[src/design/mmcs_pkg.sv]
// ============================================================================
// mmcs_pkg - shared definitions for the min/max contrast stretch unit
// Codes, defaults and the queue status bundle used across the design.
// ============================================================================
package mmcs_pkg;

    // default sample width and command queue depth
    localparam int SAMPLE_WIDTH_DEF = 16;
    localparam int QUEUE_DEPTH_DEF  = 2;

    // display level
    localparam int         LEVEL_W   = 8;
    localparam logic [7:0] LEVEL_MAX = 8'hFF;
    localparam logic [7:0] LEVEL_MIN = 8'h00;

    // reset value of the fixed white level, truncated to the sample width
    localparam int FIXED_MAX_RESET = 32767;

    // configuration register indexes
    localparam int CFG_INDEX_W = 2;
    localparam logic [CFG_INDEX_W-1:0] CFG_FIXED_ENABLE = 2'd0;
    localparam logic [CFG_INDEX_W-1:0] CFG_FIXED_MIN    = 2'd1;
    localparam logic [CFG_INDEX_W-1:0] CFG_FIXED_MAX    = 2'd2;

    // request and result kinds
    localparam logic REQ_MEASURE = 1'b0;
    localparam logic REQ_MAP     = 1'b1;
    localparam logic KIND_REPORT = 1'b0;
    localparam logic KIND_MAP    = 1'b1;

    // command queue status toward front and back
    typedef struct packed {
        logic empty;
        logic full;
    } queue_status_t;

endpackage

[src/design/mmcs_queue.sv]
// ============================================================================
// mmcs_queue - short command queue
// Register based FIFO between front and back; push and pop may coincide.
// ============================================================================
module mmcs_queue #(
    parameter int WIDTH = 49,
    parameter int DEPTH = mmcs_pkg::QUEUE_DEPTH_DEF
) (
    input  logic                  clk,
    input  logic                  rst_n,
    input  logic                  wr_en,
    input  logic [WIDTH-1:0]      wr_data,
    input  logic                  rd_en,
    output logic [WIDTH-1:0]      rd_data,
    output mmcs_pkg::queue_status_t status
);

    localparam int PTR_W = (DEPTH > 1) ? $clog2(DEPTH) : 1;
    localparam int CNT_W = $clog2(DEPTH + 1);

    logic [WIDTH-1:0] entry_reg [DEPTH];
    logic [PTR_W-1:0] wr_ptr_reg, wr_ptr_next;
    logic [PTR_W-1:0] rd_ptr_reg, rd_ptr_next;
    logic [CNT_W-1:0] count_reg, count_next;
    logic             do_wr, do_rd;

    assign status.empty = (count_reg == '0);
    assign status.full  = (count_reg == CNT_W'(DEPTH));
    assign do_wr        = wr_en && !status.full;
    assign do_rd        = rd_en && !status.empty;
    assign rd_data      = entry_reg[rd_ptr_reg];

    always_comb
    begin
        wr_ptr_next = wr_ptr_reg;
        rd_ptr_next = rd_ptr_reg;
        count_next  = count_reg;
        if (do_wr)
        begin
            wr_ptr_next = (wr_ptr_reg == PTR_W'(DEPTH - 1)) ? '0 : wr_ptr_reg + 1'b1;
        end
        if (do_rd)
        begin
            rd_ptr_next = (rd_ptr_reg == PTR_W'(DEPTH - 1)) ? '0 : rd_ptr_reg + 1'b1;
        end
        if (do_wr && !do_rd)
        begin
            count_next = count_reg + 1'b1;
        end
        else if (do_rd && !do_wr)
        begin
            count_next = count_reg - 1'b1;
        end
    end

    always_ff @(posedge clk or negedge rst_n)
    begin
        if (!rst_n)
        begin
            wr_ptr_reg <= '0;
            rd_ptr_reg <= '0;
            count_reg  <= '0;
        end
        else
        begin
            wr_ptr_reg <= wr_ptr_next;
            rd_ptr_reg <= rd_ptr_next;
            count_reg  <= count_next;
        end
    end

    always_ff @(posedge clk)
    begin
        if (do_wr)
        begin
            entry_reg[wr_ptr_reg] <= wr_data;
        end
    end

endmodule

[src/design/mmcs_front.sv]
// ============================================================================
// mmcs_front - intake and classification
// Holds configuration, tracks the running range, issues queue commands.
// ============================================================================
module mmcs_front #(
    parameter int SAMPLE_WIDTH = mmcs_pkg::SAMPLE_WIDTH_DEF
) (
    input  logic                                clk,
    input  logic                                rst_n,
    input  logic                                cfg_write,
    input  logic [mmcs_pkg::CFG_INDEX_W-1:0]    cfg_index,
    input  logic [SAMPLE_WIDTH-1:0]             cfg_data,
    input  logic                                accept,
    input  logic                                req_type,
    input  logic signed [SAMPLE_WIDTH-1:0]      sample,
    input  logic                                last,
    output logic                                cmd_push,
    output logic [3*SAMPLE_WIDTH:0]             cmd_data
);

    localparam logic [SAMPLE_WIDTH-1:0] FIXED_MAX_RST =
        SAMPLE_WIDTH'(mmcs_pkg::FIXED_MAX_RESET);

    logic                            fixed_en_reg;
    logic signed [SAMPLE_WIDTH-1:0]  fixed_min_reg, fixed_max_reg;
    logic signed [SAMPLE_WIDTH-1:0]  run_min_reg, run_max_reg;
    logic signed [SAMPLE_WIDTH-1:0]  held_min_reg, held_max_reg;
    logic                            pass_empty_reg;
    logic signed [SAMPLE_WIDTH-1:0]  run_min_next, run_max_next;
    logic signed [SAMPLE_WIDTH-1:0]  lo, hi;
    logic                            is_map;

    assign is_map = (req_type == mmcs_pkg::REQ_MAP);

    // running range including this sample
    always_comb
    begin
        if (pass_empty_reg)
        begin
            run_min_next = sample;
            run_max_next = sample;
        end
        else
        begin
            run_min_next = (sample < run_min_reg) ? sample : run_min_reg;
            run_max_next = (sample > run_max_reg) ? sample : run_max_reg;
        end
    end

    always_comb
    begin
        if (is_map)
        begin
            lo = fixed_en_reg ? fixed_min_reg : held_min_reg;
            hi = fixed_en_reg ? fixed_max_reg : held_max_reg;
        end
        else
        begin
            lo = run_min_next;
            hi = run_max_next;
        end
    end

    assign cmd_push = accept && (is_map || last);
    assign cmd_data = {is_map ? mmcs_pkg::KIND_MAP : mmcs_pkg::KIND_REPORT, sample, lo, hi};

    always_ff @(posedge clk or negedge rst_n)
    begin
        if (!rst_n)
        begin
            fixed_en_reg   <= 1'b0;
            fixed_min_reg  <= '0;
            fixed_max_reg  <= FIXED_MAX_RST;
            run_min_reg    <= '0;
            run_max_reg    <= '0;
            held_min_reg   <= '0;
            held_max_reg   <= '0;
            pass_empty_reg <= 1'b1;
        end
        else
        begin
            if (cfg_write)
            begin
                unique case (cfg_index)
                    mmcs_pkg::CFG_FIXED_ENABLE: fixed_en_reg  <= cfg_data[0];
                    mmcs_pkg::CFG_FIXED_MIN:    fixed_min_reg <= cfg_data;
                    mmcs_pkg::CFG_FIXED_MAX:    fixed_max_reg <= cfg_data;
                    default:                    ;
                endcase
            end
            if (accept && !is_map)
            begin
                run_min_reg <= run_min_next;
                run_max_reg <= run_max_next;
                if (last)
                begin
                    held_min_reg   <= run_min_next;
                    held_max_reg   <= run_max_next;
                    pass_empty_reg <= 1'b1;
                end
                else
                begin
                    pass_empty_reg <= 1'b0;
                end
            end
        end
    end

endmodule

[src/design/mmcs_back.sv]
// ============================================================================
// mmcs_back - level mapping and result register
// Pops commands, scales through a radix-2 divider, holds one result.
// ============================================================================
module mmcs_back #(
    parameter int SAMPLE_WIDTH = mmcs_pkg::SAMPLE_WIDTH_DEF
) (
    input  logic                                clk,
    input  logic                                rst_n,
    input  mmcs_pkg::queue_status_t             q_status,
    input  logic [3*SAMPLE_WIDTH:0]             cmd_data,
    output logic                                cmd_pop,
    input  logic                                pop,
    output logic                                empty,
    output logic                                kind,
    output logic [mmcs_pkg::LEVEL_W-1:0]        level,
    output logic signed [SAMPLE_WIDTH-1:0]      range_min,
    output logic signed [SAMPLE_WIDTH-1:0]      range_max,
    output logic                                flat
);

    localparam int LW    = mmcs_pkg::LEVEL_W;
    localparam int DIF_W = SAMPLE_WIDTH + 1;
    localparam int NUM_W = DIF_W + LW;
    localparam int DSH_W = DIF_W + LW - 1;
    localparam int CNT_W = $clog2(LW);

    typedef enum logic [1:0] {
        ST_IDLE = 2'b01,
        ST_DIV  = 2'b10
    } back_state_t;

    back_state_t                    state_reg, state_next;
    logic                           out_valid_reg;
    logic                           out_kind_reg, out_flat_reg;
    logic [LW-1:0]                  out_level_reg;
    logic signed [SAMPLE_WIDTH-1:0] out_min_reg, out_max_reg;
    logic [NUM_W-1:0]               rem_reg;
    logic [DSH_W-1:0]               dsh_reg;
    logic [LW-1:0]                  quo_reg;
    logic [CNT_W-1:0]               cnt_reg;
    logic signed [SAMPLE_WIDTH-1:0] div_lo_reg, div_hi_reg;

    logic                           c_kind;
    logic signed [SAMPLE_WIDTH-1:0] c_sample, c_lo, c_hi;
    logic                           c_flat, c_below, c_above, c_direct;
    logic [DIF_W-1:0]               dif_num, dif_den;
    logic                           out_free, take, fits, finish, div_step;
    logic [LW-1:0]                  quo_new;
    logic [LW-1:0]                  direct_level;

    assign {c_kind, c_sample, c_lo, c_hi} = cmd_data;
    assign c_flat  = (c_hi <= c_lo);
    assign c_below = (c_sample <= c_lo);
    assign c_above = (c_sample >= c_hi);
    // report, flat range or saturated sample: no division
    assign c_direct = (c_kind == mmcs_pkg::KIND_REPORT) || c_flat || c_below || c_above;
    assign direct_level = ((c_kind == mmcs_pkg::KIND_MAP) && !c_flat && c_above)
                          ? mmcs_pkg::LEVEL_MAX : mmcs_pkg::LEVEL_MIN;

    assign dif_num = {c_sample[SAMPLE_WIDTH-1], c_sample} - {c_lo[SAMPLE_WIDTH-1], c_lo};
    assign dif_den = {c_hi[SAMPLE_WIDTH-1], c_hi} - {c_lo[SAMPLE_WIDTH-1], c_lo};

    assign out_free = !out_valid_reg || pop;
    assign take     = (state_reg == ST_IDLE) && !q_status.empty && out_free;
    assign cmd_pop  = take;

    // one quotient bit per cycle; the last bit waits until the result register is free
    assign fits     = (rem_reg >= {1'b0, dsh_reg});
    assign quo_new  = {quo_reg[LW-2:0], fits};
    assign finish   = (state_reg == ST_DIV) && (cnt_reg == '0) && out_free;
    assign div_step = (state_reg == ST_DIV) && ((cnt_reg != '0) || out_free);

    always_comb
    begin
        state_next = state_reg;
        unique case (state_reg)
            ST_IDLE:
            begin
                if (take && !c_direct)
                begin
                    state_next = ST_DIV;
                end
            end
            ST_DIV:
            begin
                if (finish)
                begin
                    state_next = ST_IDLE;
                end
            end
            default: state_next = ST_IDLE;
        endcase
    end

    always_ff @(posedge clk or negedge rst_n)
    begin
        if (!rst_n)
        begin
            state_reg     <= ST_IDLE;
            out_valid_reg <= 1'b0;
        end
        else
        begin
            state_reg <= state_next;
            if ((take && c_direct) || finish)
            begin
                out_valid_reg <= 1'b1;
            end
            else if (pop)
            begin
                out_valid_reg <= 1'b0;
            end
        end
    end

    always_ff @(posedge clk)
    begin
        if (take && c_direct)
        begin
            out_kind_reg  <= c_kind;
            out_level_reg <= direct_level;
            out_min_reg   <= c_lo;
            out_max_reg   <= c_hi;
            out_flat_reg  <= c_flat;
        end
        else if (finish)
        begin
            out_kind_reg  <= mmcs_pkg::KIND_MAP;
            out_level_reg <= quo_new;
            out_min_reg   <= div_lo_reg;
            out_max_reg   <= div_hi_reg;
            out_flat_reg  <= 1'b0;
        end

        if (take && !c_direct)
        begin
            // numerator (s - lo) * 255, divisor (hi - lo) aligned to the top bit
            rem_reg    <= {dif_num, {LW{1'b0}}} - {{LW{1'b0}}, dif_num};
            dsh_reg    <= {dif_den, {(LW-1){1'b0}}};
            quo_reg    <= '0;
            cnt_reg    <= CNT_W'(LW - 1);
            div_lo_reg <= c_lo;
            div_hi_reg <= c_hi;
        end
        else if (div_step)
        begin
            if (fits)
            begin
                rem_reg <= rem_reg - {1'b0, dsh_reg};
            end
            dsh_reg <= dsh_reg >> 1;
            quo_reg <= quo_new;
            cnt_reg <= cnt_reg - 1'b1;
        end
    end

    assign empty     = !out_valid_reg;
    assign kind      = out_kind_reg;
    assign level     = out_level_reg;
    assign range_min = out_min_reg;
    assign range_max = out_max_reg;
    assign flat      = out_flat_reg;

endmodule

[src/design/min_max_contrast_stretch_unit.sv]
// ============================================================================
// min_max_contrast_stretch_unit - linear min/max contrast stretch
// Measures the range of signed samples and maps samples to 8-bit grey levels.
// ============================================================================
//
//  channel   dir   handshake               payload
//  -------   ---   ---------------------   ------------------------------------
//  input     in    push / full             req_type, sample, last
//  result    out   empty / pop             kind, level, range_min, range_max, flat
//  config    in    cfg_write               cfg_index, cfg_data
//
//  Measure items are taken one per cycle while full is low; the running range
//  is updated in the front in the cycle of the transfer. A report or a flat or
//  saturated map item needs no division; other map items run the restoring
//  divider in the back, one quotient bit per cycle, the last bit waiting for a
//  free result register. Reset is asynchronous and clears all control state
//  and the range registers. A two-entry command queue lets the front keep
//  taking items while the back divides or the result register waits for pop.
//
module min_max_contrast_stretch_unit #(
    parameter int SAMPLE_WIDTH = mmcs_pkg::SAMPLE_WIDTH_DEF,
    parameter int QUEUE_DEPTH  = mmcs_pkg::QUEUE_DEPTH_DEF
) (
    input  logic                                clk,
    input  logic                                rst_n,
    // configuration
    input  logic                                cfg_write,
    input  logic [mmcs_pkg::CFG_INDEX_W-1:0]    cfg_index,
    input  logic [SAMPLE_WIDTH-1:0]             cfg_data,
    // input queue side
    input  logic                                push,
    output logic                                full,
    input  logic                                req_type,
    input  logic signed [SAMPLE_WIDTH-1:0]      sample,
    input  logic                                last,
    // result queue side
    output logic                                empty,
    input  logic                                pop,
    output logic                                kind,
    output logic [mmcs_pkg::LEVEL_W-1:0]        level,
    output logic signed [SAMPLE_WIDTH-1:0]      range_min,
    output logic signed [SAMPLE_WIDTH-1:0]      range_max,
    output logic                                flat
);

    // command = {kind, sample, lo, hi}
    localparam int CMD_W = 3 * SAMPLE_WIDTH + 1;

    mmcs_pkg::queue_status_t q_status;
    logic                    accept;
    logic                    q_push, q_pop;
    logic [CMD_W-1:0]        q_wr_data, q_rd_data;

    assign full   = q_status.full;
    assign accept = push && !q_status.full;

    // front: config registers, running/held range, command issue
    mmcs_front #(
        .SAMPLE_WIDTH (SAMPLE_WIDTH)
    ) u_front (
        .clk       (clk),
        .rst_n     (rst_n),
        .cfg_write (cfg_write),
        .cfg_index (cfg_index),
        .cfg_data  (cfg_data),
        .accept    (accept),
        .req_type  (req_type),
        .sample    (sample),
        .last      (last),
        .cmd_push  (q_push),
        .cmd_data  (q_wr_data)
    );

    mmcs_queue #(
        .WIDTH (CMD_W),
        .DEPTH (QUEUE_DEPTH)
    ) u_queue (
        .clk     (clk),
        .rst_n   (rst_n),
        .wr_en   (q_push),
        .wr_data (q_wr_data),
        .rd_en   (q_pop),
        .rd_data (q_rd_data),
        .status  (q_status)
    );

    // back: level scaling and the result register
    mmcs_back #(
        .SAMPLE_WIDTH (SAMPLE_WIDTH)
    ) u_back (
        .clk       (clk),
        .rst_n     (rst_n),
        .q_status  (q_status),
        .cmd_data  (q_rd_data),
        .cmd_pop   (q_pop),
        .pop       (pop),
        .empty     (empty),
        .kind      (kind),
        .level     (level),
        .range_min (range_min),
        .range_max (range_max),
        .flat      (flat)
    );

    // ------------------------------------------------------------------------
    // checks
    // ------------------------------------------------------------------------
    a_queue_status: assert property (@(posedge clk) disable iff (!rst_n)
        !(q_status.empty && q_status.full))
        else $error("command queue reports empty and full together");

    a_measure_silent: assert property (@(posedge clk) disable iff (!rst_n)
        (accept && (req_type == mmcs_pkg::REQ_MEASURE) && !last) |-> !q_push)
        else $error("measure transfer without last issued a command");

    a_map_issues: assert property (@(posedge clk) disable iff (!rst_n)
        (accept && (req_type == mmcs_pkg::REQ_MAP)) |-> q_push)
        else $error("map transfer issued no command");

    a_report_level: assert property (@(posedge clk) disable iff (!rst_n)
        (!empty && (kind == mmcs_pkg::KIND_REPORT)) |-> (level == mmcs_pkg::LEVEL_MIN))
        else $error("range report carries a nonzero level");

    a_flat_level: assert property (@(posedge clk) disable iff (!rst_n)
        (!empty && (kind == mmcs_pkg::KIND_MAP) && flat) |-> (level == mmcs_pkg::LEVEL_MIN))
        else $error("flat map result carries a nonzero level");

endmodule

[config.mk]
export PLATFORM = sky130hd
export DESIGN_NAME = min_max_contrast_stretch_unit
export DESIGN_NICKNAME = d
export VERILOG_FILES = /design/src/design/mmcs_pkg.sv /design/src/design/mmcs_queue.sv /design/src/design/mmcs_front.sv /design/src/design/mmcs_back.sv /design/src/design/min_max_contrast_stretch_unit.sv
export SDC_FILE = /design/constraint.sdc
export NUM_CORES = 1
export LEC_CHECK = 0
export BUFFER_PORTS_ARGS = -buffer_cell sky130_fd_sc_hd__buf_2
export CORE_UTILIZATION = 30
export DETAILED_ROUTE_END_ITERATION = 10
export MAX_ROUTING_LAYER = met4
export PLACE_DENSITY_LB_ADDON = 0.3
export REMOVE_ABC_BUFFERS = 1
export SYNTH_ARGS = -nofsm -noshare
export SYNTH_HDL_FRONTEND = slang
export SYNTH_SLANG_ARGS = --single-unit
[constraint.sdc]
create_clock -name clk -period 5 [get_ports clk]
set_input_delay 1 -clock clk [delete_from_list [all_inputs] [get_ports clk]]
set_output_delay 1 -clock clk [all_outputs]
set_load 0.02 [all_outputs]
=== Yosys cells after proc, flatten, opt, wreduce, memory -nomap -nowiden ===
Memory sizes are Yosys's and may differ from the RTL's.
Index checks and enable logic that the tools add are counted.

* Memory bits (writable): 98
* Word-level logic and storage cells: 132
* Memory bits (read-only): 0
* Register bits after elaboration: 238
* Input bits: 41
* Latch bits: 0
* Memories kept: 1
* Output and inout bits: 44

{| class="wikitable"
|+ Memories
! memory !! words !! bits a word !! read ports !! clocked after memory_dff !! write ports !! RTL line !! text
|-
| u_queue.entry_reg || 2 || 49 || 1 || 0 || 1 || mmcs_queue.sv:21 || <nowiki>logic [WIDTH-1:0] entry_reg [DEPTH];</nowiki>
|}

* Bitwise gates (word level): 1
* Order comparisons: 6
* Mux-type cells: 37
* Divide/modulo/power cells: 0
* Reductions and logical operators: 46
* Multipliers: 0
* Shift-type cells: 0
* Add/sub/neg operators: 9
* Eq/ne operators: 7

{| class="wikitable"
|+ Operators with widths
! operator !! count
|-
| 16-bit two-way mux || 12
|-
| 25-bit two-way mux || 3
|-
| 24-bit two-way mux || 2
|-
| 16-bit by 16-bit subtractor with 17-bit output || 2
|-
| 16-bit <= comparator || 2
|-
| 25-bit by 24-bit >= comparator with 1-bit output || 1
|-
| 25-bit by 17-bit subtractor with 25-bit output || 1
|-
| 25-bit by 24-bit subtractor with 25-bit output || 1
|-
| 8-bit two-way mux || 3
|-
| 16-bit >= comparator || 1
|-
| 16-bit greater-than comparator || 1
|-
| 1-bit logical AND || 16
|-
| 16-bit < comparator || 1
|-
| 1-bit two-way mux || 12
|-
| 2-bit AND reduction || 6
|-
| 2-bit nonzero test || 5
|-
| 1-bit zero test || 8
|-
| 2-bit two-way mux || 4
|-
| 1-bit logical OR || 7
|-
| 2-bit == test, second input constant || 3
|-
| 2-bit by 1-bit == test with 1-bit output, second input constant || 2
|-
| 2-bit zero test || 2
|-
| 2-bit one-hot mux with 2 select lines || 1
|-
| 3-bit zero test || 1
|-
| 8 further kinds || 9
|}

=== Logic depth before layout (Yosys ltp) ===
Gate-level depths: netlist of run 1.

* Depth after elaboration: 9
* Gate-level depth with buffers: 25
* Depth with buffers taken out: 22

=== By module ===
From an unflattened synthesis of run 1, not the netlist that was laid out.

* Cells, all modules: 1775
* Area, all modules: 19592.5 µm²

{| class="wikitable"
|+ Modules (own cells, without submodules)
! module !! cells each !! seq. area each (µm²) !! times used !! area each (µm²)
|-
| mmcs_back || 993 || 3900.0 || 1 || 9360.2
|-
| mmcs_front || 609 || 2472.4 || 1 || 6232.2
|-
| mmcs_queue || 172 || 3042.9 || 1 || 3986.3
|-
| min_max_contrast_stretch_unit || 1 || 0.0 || 1 || 13.8
|}

=== Least setup slack after synthesis of run 1 ===
No wires, ideal clock.

* Path type: register -> register
* Start: register u_queue.rd_ptr_reg
* End: register u_back.out_flat_reg (netlist: u_back.flat), enable pin
* Data required time: 4.550 ns
* Clock period less this slack: 5.486 ns
* Arrival: 5.036 ns
* Path slack: -0.486 ns
* Cell stages (with the launch flop): 16
* Library setup time: 0.450 ns
* Path buffers: 4
* Path through: dfrtp_1 clkbuf_1 buf_1 buf_1 mux2_2 ha_1 a21oi_1 nand2_1 o2111ai_1 a31oi_1 o21a_1 o21ai_0 a211oi_1 a31oi_1 clkbuf_1 o21bai_1

* Cells in the longest elaborated chain, start to end: 7
* Elaborated cells between the ends (all ways): 10
* Classes of those cells: 3 x order compare; 1 x bitwise; 5 x reduce/logical; 1 x memory

{| class="wikitable"
|+ Ends and longest elaborated chain
! element !! RTL line !! text
|-
| start, declared || mmcs_queue.sv:23 || <nowiki>logic [PTR_W-1:0] rd_ptr_reg, rd_ptr_next;</nowiki>
|-
| start signal, assigned || mmcs_queue.sv:67 || <nowiki>rd_ptr_reg <= rd_ptr_next;</nowiki>
|-
| memory 2 x 49 bit * || n/a ||
|-
| 16-bit <= comparator or 1-bit NOT (tied branches) || mmcs_back.sv:53, mmcs_back.sv:57 ||
|-
| 1-bit logical OR (2 in series) || mmcs_back.sv:57 || <nowiki>assign c_direct = (c_kind == mmcs_pkg::KIND_REPORT) || c_flat || c_below || c_above;</nowiki>
|-
| 1-bit logical OR * || mmcs_back.sv:57 ||
|-
| 1-bit logical AND * || mmcs_back.sv:119 || <nowiki>if (take && c_direct)</nowiki>
|-
| 2-bit nonzero test (no line) * || n/a ||
|-
| end signal, assigned || mmcs_back.sv:125 || <nowiki>out_flat_reg <= c_flat;</nowiki>
|-
| end, declared || mmcs_back.sv:35 || <nowiki>logic out_kind_reg, out_flat_reg;</nowiki>
|}

Every way passes the cells marked *; elsewhere a longest branch is shown, timed or not.
A chain may end at the register's enable or synchronous reset.

=== Worst setup path in the final report of run 1 ===
* Start: register u_queue.rd_ptr_reg
* End: register u_back.rem_reg[19], data pin

* Cells in the longest elaborated chain, start to end: 8
* Elaborated cells between the ends (all ways): 13
* Classes of those cells: 2 x add/sub; 3 x order compare; 1 x mux; 1 x bitwise; 5 x reduce/logical; 1 x memory

{| class="wikitable"
|+ Ends and longest elaborated chain
! element !! RTL line !! text
|-
| memory 2 x 49 bit * || n/a ||
|-
| net q_rd_data[16] || min_max_contrast_stretch_unit.sv:52 || <nowiki>logic [CMD_W-1:0] q_wr_data, q_rd_data;</nowiki>
|-
| parallel branches: the longest is 6 deep, another holds 25-bit by 17-bit subtractor with 25-bit output || n/a ||
|-
| 25-bit two-way mux * || mmcs_back.sv:136 || <nowiki>if (take && !c_direct)</nowiki>
|-
| end signal, assigned || mmcs_back.sv:139 || <nowiki>rem_reg <= {dif_num, {LW{1'b0}}} - {{LW{1'b0}}, dif_num};</nowiki>
|-
| end signal, assigned || mmcs_back.sv:150 || <nowiki>rem_reg <= rem_reg - {1'b0, dsh_reg};</nowiki>
|-
| end, declared || mmcs_back.sv:38 || <nowiki>logic [NUM_W-1:0] rem_reg;</nowiki>
|}

Mark *: on every way through the listed nets, which the timed path passes.

==> results.cfg, run 1 <==
[min_path]
worstHoldEndpoint = u_back.quo_reg[1]
timing.hold.worst.class = reg -> reg
hold_path.startpoint = u_back.quo_reg[0]
worstHoldPathCells = 2

[logic_synthesis]
syn-cell-area_sq_um = 18300
synth-async-reset-ratio_pct = 31.3
synth.mux.area_fraction_pct = 10.7
synth.lib_cells_used.distinct = 80
synthAdderAreaFrac_pct = 8.28
synth-simple-area-share_pct = 9.10
yosys_register_bits = 336
post_synth.cell_area_avg_sq_um = 11.1
largest_family_of_logic_cells_by_synthesized_area = compound AO/OA/AOI/OAI gates
synth_top_area_share_pct = 35.2
netlist.top_cell.by_area = edfxtp_1
synthesis.instances = 1639
synth.yosys.seq_area_share_pct = 51.5
synth-xor-area-share_pct = 3.74
synthFlopType = edfxtp_1
synth_area_leaders = edfxtp_1, dfrtp_1, ha_1
synth_compound_gate_area_share_pct = 12.6
yosysWarnings = 0
synth-edff-count = 214

[timing]
clock-skew-final_ns = 0.0269
timing.final.max_slew_violations = 0
tns_ns = 0
finalWorstPathRequiredPeriod_ns = 4.71
timing.final.crit_share_pct = 94.1
slew-limit-headroom_pct = 26.9
max_freq_ghz = 0.213
final-hold-violation-count = 0
transition_time_at_the_pin_with_the_least_slew_margin_ns = 1.09
setup_viol_count_final = 0

[placed_design]
finalWeightedCongestion = 0.872
count_of_input_and_output_buffers = 84
place_hpwl_um = 33300
placedInstanceArea_sq_um = 20100

[cells_and_area]
design.final.nets = 1929
layout-area-overhead-vs-synth_pct = 17.4
final.fill_count = 5959
largest_register_ffs = 98
most_frequent_standard_cell_in_the_layout_excluding_fill_and_tap_cells = edfxtp_1
final_cell_mix = edfxtp_1, nand2_1, inv_1
layout-drive-gt1-share_pct = 19.0
final_area_sq_um = 21400

[global_routing]
grt_max_degree = 68
track_usage_pct = 14.8
wire_length_of_the_first_global_routing_pass_um = 70000
vias_in_the_first_global_route = 12400
grt_overflow_total = 0
antenna_found_initial = 1

[clocking]
clk_transition_reported_paths_ns = 0.06
worst_skew_pair.late_latency_ns = 0.56
cts_hold_buf = 0
clkSinkCount = 336
cts-buffers-inserted = 37
clock_tree.buffer_depth = 3
ctsRootBufferMaster = clkbuf_16
cts_htree_levels = 2
cts_tree = done
postCtsSetupBuffers = 0

[floorplan]
floorplan.initialDensity_pct = 30.3
core_area_sq_um = 60200
io_pins = 85
fp.dieW_um = 249
die_height_um = 249
die_area_sq_um = 61900
placementRows = 90

[critical_path]
endpoint_kind = flop
crit_type = reg -> reg
reg2reg_from = u_queue.rd_ptr_reg
worstPathRequired_ns = 5.28
timing.reg2reg.setup_slack_ns = 0.29
timing.critical_path.arrival_ns = 4.98
maximum_fanout_count_along_the_critical_path = 6
path_cells = mux2_2, ha_1, fa_1, nand2b_2, a21oi_2, o21a_1, o21ai_0, nand2b_1, a21oi_2, xnor2_2, inv_1, ha_1, and2_1, a41oi_1, o21ai_0, a21oi_1, o221ai_2, nor4_1, xnor2_1, mux2i_1
critPathSlowestCell = dfrtp_2
r2r-end = u_back.rem_reg[19]
r2r_cells = 20
cp-start-kind = flop
critPathMaxStageDelay_ns = 0.42

[routing]
finalWirelength_um = 44600
drt-pass1-iter-count = 4
num_vias = 12500
wl_per_cell_um = 17.2
routed_via_density = 4.84
dr.first_iter.drc_count = 538
antenna_violating_nets_post_route = 0
drc = 0

[outcome]
outcome = complete, no violations

[job]
maxCapViolCount = 0
timing repair:
action                                  4_1_cts  5_1_grt
resized for setup                             0       21
endpoints found under the hold margin         0        0
endpoints found under the setup margin        0       10
Yosys cell counts (16+ instances only):
cell / instances
a21oi_1: 123
nand4_1: 17
mux2i_1: 119
o21a_1: 16
nand3_1: 20
nand2_1: 134
mux2_2: 67
edfxtp_1: 214
dfstp_2: 17
inv_1: 131
o21ai_0: 93
nor2_1: 100
clkbuf_1: 44
xor2_1: 26
nor3_1: 21
a21o_1: 46
dfxtp_1: 17
ha_1: 112
o22ai_1: 16
xnor2_1: 47
dfrtp_1: 88
metrics by stage:
stage	std cells	setup slack (ns)	utilization [%]	hold WS, ns
2_1_floorplan	1577	-3.36	-	0.432
3_3_place_gp	2516	0.213	33.3	0.447
3_5_place_dp	2516	0.0710	33.3	0.449
4_1_cts	2584	0.0553	35.4	0.457
5_1_grt	2585	-0.00188	35.6	0.480
6_report	2585	0.294	35.6	0.456
how the worst max path moves through the flow:
stage	to	depth (start not counted)	from	slack [ns]
after floorplan	u_back.flat	13	u_queue.rd_ptr_reg	-3.36
after global placement	u_back.rem_reg[21]	20	u_queue.rd_ptr_reg	0.21
after detailed placement	u_back.rem_reg[18]	22	u_queue.rd_ptr_reg	0.07
after CTS	u_back.rem_reg[18]	22	u_queue.rd_ptr_reg	0.06
after global routing	u_back.rem_reg[21]	20	u_queue.rd_ptr_reg	-0.002
final	u_back.rem_reg[19]	20	u_queue.rd_ptr_reg	0.29
area by class of cell:
cell class | instances | area, sq um | share of cell area, %
clock inverter | 18 | 249 | 1.16
inverter | 132 | 495 | 2.31
multi-input combinational | 1109 | 8250 | 38.5
clock buffer | 50 | 1020 | 4.74
antenna | 1 | 2.50 | 0.0117
timing repair buffer | 157 | 1030 | 4.82
tap | 782 | 978 | 4.56
sequential | 336 | 9420 | 43.9
routing by layer:
| layer | up-vias | track usage, % | routed length [um] |
|---|---|---|---|
| li1 | 6198 | - | - |
| met1 | 6065 | 18.3 | 20100 |
| met2 | 162 | 24.4 | 21700 |
| met3 | 75 | 2.12 | 1140 |
| met4 | 0 | 5.82 | 1620 |
| met5 | - | - | 0 |
kinds of logic after synthesis:
| family | count (synthesis) |
|---|---|
| AOI/OAI and AO/OA | 367 |
| xor gates and xnor gates | 75 |
| muxes | 186 |
| and+or+nand+nor | 361 |
| adders and majority gates | 120 |
| buffers and inverters | 194 |
| DFF | 336 |
worst max-delay path, delay by kind of cell, from the launching register on:
| family | cells | cell delay [ns] |
|---|---|---|
| compound gates | 8 | 1.41 |
| xor+xnor | 2 | 0.37 |
| fa+ha+maj | 3 | 0.95 |
| buf+inv | 1 | 0.07 |
| flops | 1 | 0.42 |
| mux | 2 | 0.46 |
| simple gates | 4 | 0.75 |
Power of run 1 is left out: the tool's default activity adds up to more than one toggle a clock period on the data nets, which glitch-free logic cannot reach.
==> run 2, diff against run 1 <==
--- a/config.mk
+++ b/config.mk
@@ -12,4 +12,5 @@
 export PLACE_DENSITY_LB_ADDON = 0.3
 export REMOVE_ABC_BUFFERS = 1
+export SLEW_MARGIN = 0
 export SYNTH_ARGS = -nofsm -noshare
 export SYNTH_HDL_FRONTEND = slang
==> constraint.sdc (replaced) <==
create_clock -name clk -period 5 [get_ports clk]
set_input_delay 0.5 -clock clk [delete_from_list [all_inputs] [get_ports clk]]
set_output_delay 0.5 -clock clk [all_outputs]
set_load 0.02 [all_outputs]
==> results.cfg, run 2 (synthesis gave the netlist of run 1 again) <==
[outcome]
outcome = complete, no violations

[global_routing]
track_usage_pct = 14.9
grt_max_degree = 66
grt.met1_usage_pct = 18.4
grt_overflow_total = 0
wire_length_of_the_first_global_routing_pass_um = 70100
vias_in_the_first_global_route = 12500
grtUsageMet2_pct = 25.1
global_route.usage.met3_pct = 1.87
antenna_found_initial = 1
global_route.peak_usage_layer = met2

[routing]
finalWirelength_um = 45300
drt-pass1-iter-count = 5
routed_via_density = 4.87
dr.first_iter.drc_count = 551
antenna_violating_nets_post_route = 0
wl_per_cell_um = 17.5
num_vias = 12600
drc = 0

[floorplan]
floorplan.initialDensity_pct = 30.3
die_area_sq_um = 61900
placementRows = 90
fp.dieW_um = 249
core_area_sq_um = 60200
die_height_um = 249
io_pins = 85

[critical_path]
maximum_fanout_count_along_the_critical_path = 5
cp-start-kind = flop
crit_type = reg -> reg
r2r_cells = 22
worstPathRequired_ns = 5.30
endpoint_kind = flop
timing.critical_path.arrival_ns = 5.02

[job]
maxCapViolCount = 0

[clocking]
clk_transition_reported_paths_ns = 0.06
clkSinkCount = 336
cts_tree = done
cts_htree_levels = 2
cts-buffers-inserted = 38
clock_tree.buffer_depth = 3
ctsRootBufferMaster = clkbuf_16
worst_skew_pair.late_latency_ns = 0.56

[timing]
timing.final.crit_share_pct = 94.3
timing.final.max_slew_violations = 0
slew-limit-headroom_pct = 24.2
transition_time_at_the_pin_with_the_least_slew_margin_ns = 1.14
finalWorstPathRequiredPeriod_ns = 4.72
max_freq_ghz = 0.212
final-hold-violation-count = 0
setup_viol_count_final = 0
clock-skew-final_ns = 0.0129
tns_ns = 0

[cells_and_area]
most_frequent_standard_cell_in_the_layout_excluding_fill_and_tap_cells = edfxtp_1
final_cell_mix = edfxtp_1, nand2_1, inv_1
finish.utilization_pct = 35.5
layout.area.seq_sq_um = 9420
design.final.nets = 1927
final_area_sq_um = 21400
final.fill_count = 5931
largest_register_ffs = 98
multiInputGateArea_sq_um = 8210
layout-drive-gt1-share_pct = 18.4
layout-area-overhead-vs-synth_pct = 17.0
fin_cells = 2584

[placed_design]
place_inst = 2510
place_hpwl_um = 33200
placedInstanceArea_sq_um = 20000
count_of_input_and_output_buffers = 84
finalWeightedCongestion = 0.890

[min_path]
worstHoldPathCells = 2
timing.hold.worst.class = in -> reg
==> run 2: final cells by class <==
class | count | share of cell area (%)
diodes | 1 | 0.0117
clock buffers | 57 | 5.27
clock inverters | 13 | 0.550
inverters | 132 | 2.32
multi-input cells | 1109 | 38.4
flip-flops and latches | 336 | 44.0
well taps | 782 | 4.58
repair buffers | 154 | 4.82
==> run 2: repair_timing <==
item                                    in CTS  in global routing
hold endpoints to repair                    20                  0
endpoints found under the setup margin       0                  9
hold buffers                                 1                  0
setup buffers                                0                  1
gates resized for setup                      0                 13
==> run 2: metrics by stage <==
| step | setup slack (ns) | hold slack [ns] |
|---|---|---|
| 5_1_grt | -0.0495 | 0.184 |
| 3_3_place_gp | 0.186 | 0.442 |
| 6_report | 0.283 | 0.191 |
| 3_5_place_dp | 0.149 | 0.450 |
| 4_1_cts | 0.141 | 0.162 |
| 2_1_floorplan | -3.36 | 0.204 |
==> run 2: final timing paths <==
path	startpoint	endpoint	slack, ns
max in group asynchronous	rst_n	u_queue.rd_ptr_reg	3.47
min in group asynchronous	rst_n	u_front.held_min_reg[13]	0.41
worst max-delay path	u_queue.rd_ptr_reg	u_back.rem_reg[20]	0.28
worst min-delay path	cfg_data[4]	u_front.fixed_min_reg[4]	0.19
worst min register to register	u_back.quo_reg[6]	u_back.quo_reg[6]	0.46
worst max register to register	u_queue.rd_ptr_reg	u_back.rem_reg[20]	0.28
==> run 2: layer usage <==
layer	up-vias	share of wire, %	routed length [um]
li1	6198	-	-
met1	6102	45	20400
met2	199	49	22400
met3	73	2.9	1330
met4	0	2.7	1220
met5	-	0	0
==> run 2: worst max-delay path, stage by stage (launching register included) <==
cell	delay, ns
dfrtp_2	0.43
mux2_2	0.37
ha_1	0.22
fa_1	0.41
nand2b_1	0.23
a21oi_2	0.18
o21a_1	0.12
o21ai_0	0.07
nand2b_1	0.10
a21oi_2	0.07
xnor2_2	0.19
inv_1	0.07
ha_1	0.19
inv_1	0.12
nand2_1	0.10
nor4_2	0.20
o32ai_2	0.13
nand3b_1	0.14
a2111oi_2	0.07
or4_4	0.60
nand3_2	0.11
a211oi_2	0.06
a221o_1	0.29
Power of run 2 is left out for the same reason.
==> run 3, diff against run 2 <==
CAP_MARGIN = 20   (was unset)
SYNTH_HIERARCHICAL = 1   (was unset)
clock period = 5.1 ns   (was 5 ns; I/O delays follow)
==> results.cfg, run 3 <==
[logic_synthesis]
syn-cell-area_sq_um = 19600
synth_area_leaders = edfxtp_1, dfrtp_1, ha_1
synthesis.instances = 1775
synthFlopType = edfxtp_1
post_synth.cell_area_avg_sq_um = 11.0
yosys_register_bits = 336
synth-edff-count = 214
synth-async-reset-ratio_pct = 31.3
synth_top_area_share_pct = 32.8
synth_most_common_cell = edfxtp_1
synth.lib_cells_used.distinct = 96
synth_top_cells_by_count = edfxtp_1, nand2_1, a21oi_1
yosysWarnings = 6
netlist.top_cell.by_area = edfxtp_1
synth.yosys.seq_area_share_pct = 48.1

[placed_design]
finalWeightedCongestion = 0.899
place_hpwl_um = 36400
count_of_input_and_output_buffers = 84

[critical_path]
crit_type = reg -> reg
path_cells = buf_12, mux2_4, ha_1, o21ai_1, a21oi_4, o21a_1, a21oi_1, xnor2_1, inv_1, ha_1, o2111ai_2, o221a_4, o221ai_1, nand4b_1, o311a_4, o21a_1, o311ai_1, o211ai_1
timing.reg2reg.setup_slack_ns = 0.30
critPathMaxStageDelay_ns = 0.56
reg2reg_from = u_queue/rd_ptr_reg
cp-start-kind = flop
endpoint_kind = flop
r2r-end = u_back/rem_reg[24]
timing.critical_path.arrival_ns = 5.09
maximum_fanout_count_along_the_critical_path = 10
r2r_cells = 18
critPathSlowestCell = dfrtp_4
worstPathRequired_ns = 5.39

[timing]
transition_time_at_the_pin_with_the_least_slew_margin_ns = 1.05
timing.final.max_slew_violations = 0
clock-skew-final_ns = 0.0363
final-hold-violation-count = 0
finalWorstPathRequiredPeriod_ns = 4.80
max_freq_ghz = 0.208
setup_viol_count_final = 0
slew-limit-headroom_pct = 28.6
tns_ns = 0
unrepaired_setup_endpoints_after_global_routing = false
timing.final.crit_share_pct = 94.2

[clocking]
ctsRootBufferMaster = clkbuf_16
clock_tree.buffer_depth = 3
cts_tree = done
clkSinkCount = 336
cts-buffers-inserted = 40
cts_htree_levels = 2
clk_transition_reported_paths_ns = 0.06
worst_skew_pair.late_latency_ns = 0.59

[cells_and_area]
layout.area.seq_sq_um = 9420
layout-area-overhead-vs-synth_pct = 13.7
antenna_cells_inserted = 0
layout-drive-gt1-share_pct = 21.8
final_cell_mix = edfxtp_1, nand2_1, a21oi_1
largest_register_ffs = 98
final.fill_count = 6490
multiInputGateArea_sq_um = 9240
most_frequent_standard_cell_in_the_layout_excluding_fill_and_tap_cells = edfxtp_1
design.final.nets = 2003

[floorplan]
placementRows = 93
io_pins = 85
floorplan.initialDensity_pct = 30.4
die_height_um = 258
fp.dieW_um = 258
die_area_sq_um = 66300
core_area_sq_um = 64500

[routing]
dr.first_iter.drc_count = 968
routed_via_density = 5.03
drc = 0
drt-pass1-iter-count = 5
num_vias = 13700
wl_per_cell_um = 18.2
antenna_violating_nets_post_route = 0
finalWirelength_um = 49900

[global_routing]
vias_in_the_first_global_route = 13800
track_usage_pct = 15.3
grt_overflow_total = 0
antenna_found_initial = 0
grt_max_degree = 72
wire_length_of_the_first_global_routing_pass_um = 77800

[outcome]
outcome = complete, no violations

[job]
maxCapViolCount = 0

[min_path]
timing.hold.worst.class = in -> async
## run 3: cell types whose count changed after synthesis, sizes merged, moves of 11 or more
cell / delta
a21o: -11
a21oi: +14
a22oi: +15
buf: +32
inv: -11
mux2: +65
mux2i: -95
nand2: +52
nand2b: +16
nor2: -23
o21ai: +13
o221a: +35
o22ai: +16
## run 3: through the flow
stage	setup WS [ns]	utilization, %	instance area (sq um)	cells	hold WS [ns]
after floorplan	-4.71	-	19000	1685	0.214
after global placement	0.432	32.3	20800	2655	0.450
after detailed placement	0.329	32.3	20800	2655	0.459
after CTS	0.275	34.4	22200	2729	0.0734
after global routing	0.0111	34.5	22300	2734	0.110
final	0.297	34.5	22300	2734	0.0584
## run 3: worst max-delay path by stage
stage	startpoint	to	slack, ns	depth (start not counted)
after CTS	u_queue/rd_ptr_reg	u_back/rem_reg[24]	0.27	18
after floorplan	u_queue/rd_ptr_reg	u_back/flat	-4.71	13
after global routing	u_queue/rd_ptr_reg	u_back/rem_reg[17]	0.01	18
final	u_queue/rd_ptr_reg	u_back/rem_reg[24]	0.30	18
after detailed placement	u_queue/rd_ptr_reg	u_back/rem_reg[24]	0.33	18
after global placement	u_queue/rd_ptr_reg	u_back/rem_reg[17]	0.43	18
## run 3: kinds of logic after synthesis
| logic type | Yosys count | synth area share (%) |
|---|---|---|
| flip-flops | 336 | 48.1 |
| adder cells (fa/ha/maj) | 115 | 7.46 |
| AND/OR/NAND/NOR | 433 | 10.9 |
| XOR/XNOR | 67 | 3.11 |
| AO/OA/AOI/OAI | 456 | 15.4 |
| multiplexers | 156 | 9.98 |
| buffers and inverters | 212 | 5.12 |
## run 3: layout make-up
class                           count  area share (%)
Sequential cell                   336            42.3
Multi-Input combinational cell   1227            41.5
Tap cell                          855            4.80
Clock buffer                       50            4.71
Timing Repair Buffer              120            3.23
Inverter                          122            2.06
Clock inverter                     24            1.39
## run 3: timing repair
action	4_1_cts	5_1_grt
endpoints found under the setup margin	0	3
resized for setup	0	4
setup buffers	0	5
hold buffers	0	0
## run 3: critical path: cells and delay by family (launching register included)
family	cells	cell delay, ns
fa+ha+maj	2	0.74
mux	1	0.30
compound gates	11	2.31
xor+xnor	1	0.18
flops	1	0.56
simple gates	1	0.14
buf+inv	2	0.25
## run 3: metal layers
| metal | wire, um | up-vias | GRT usage (%) |
|---|---|---|---|
| met2 | 24000 | 299 | 25.3 |
| met3 | 1820 | 64 | 1.91 |
| met4 | 992 | 0 | 4.09 |
| met1 | 23100 | 6741 | 19.6 |
| met5 | 0 | - | - |
| li1 | - | 6640 | - |
Power of run 3 is left out for the same reason.
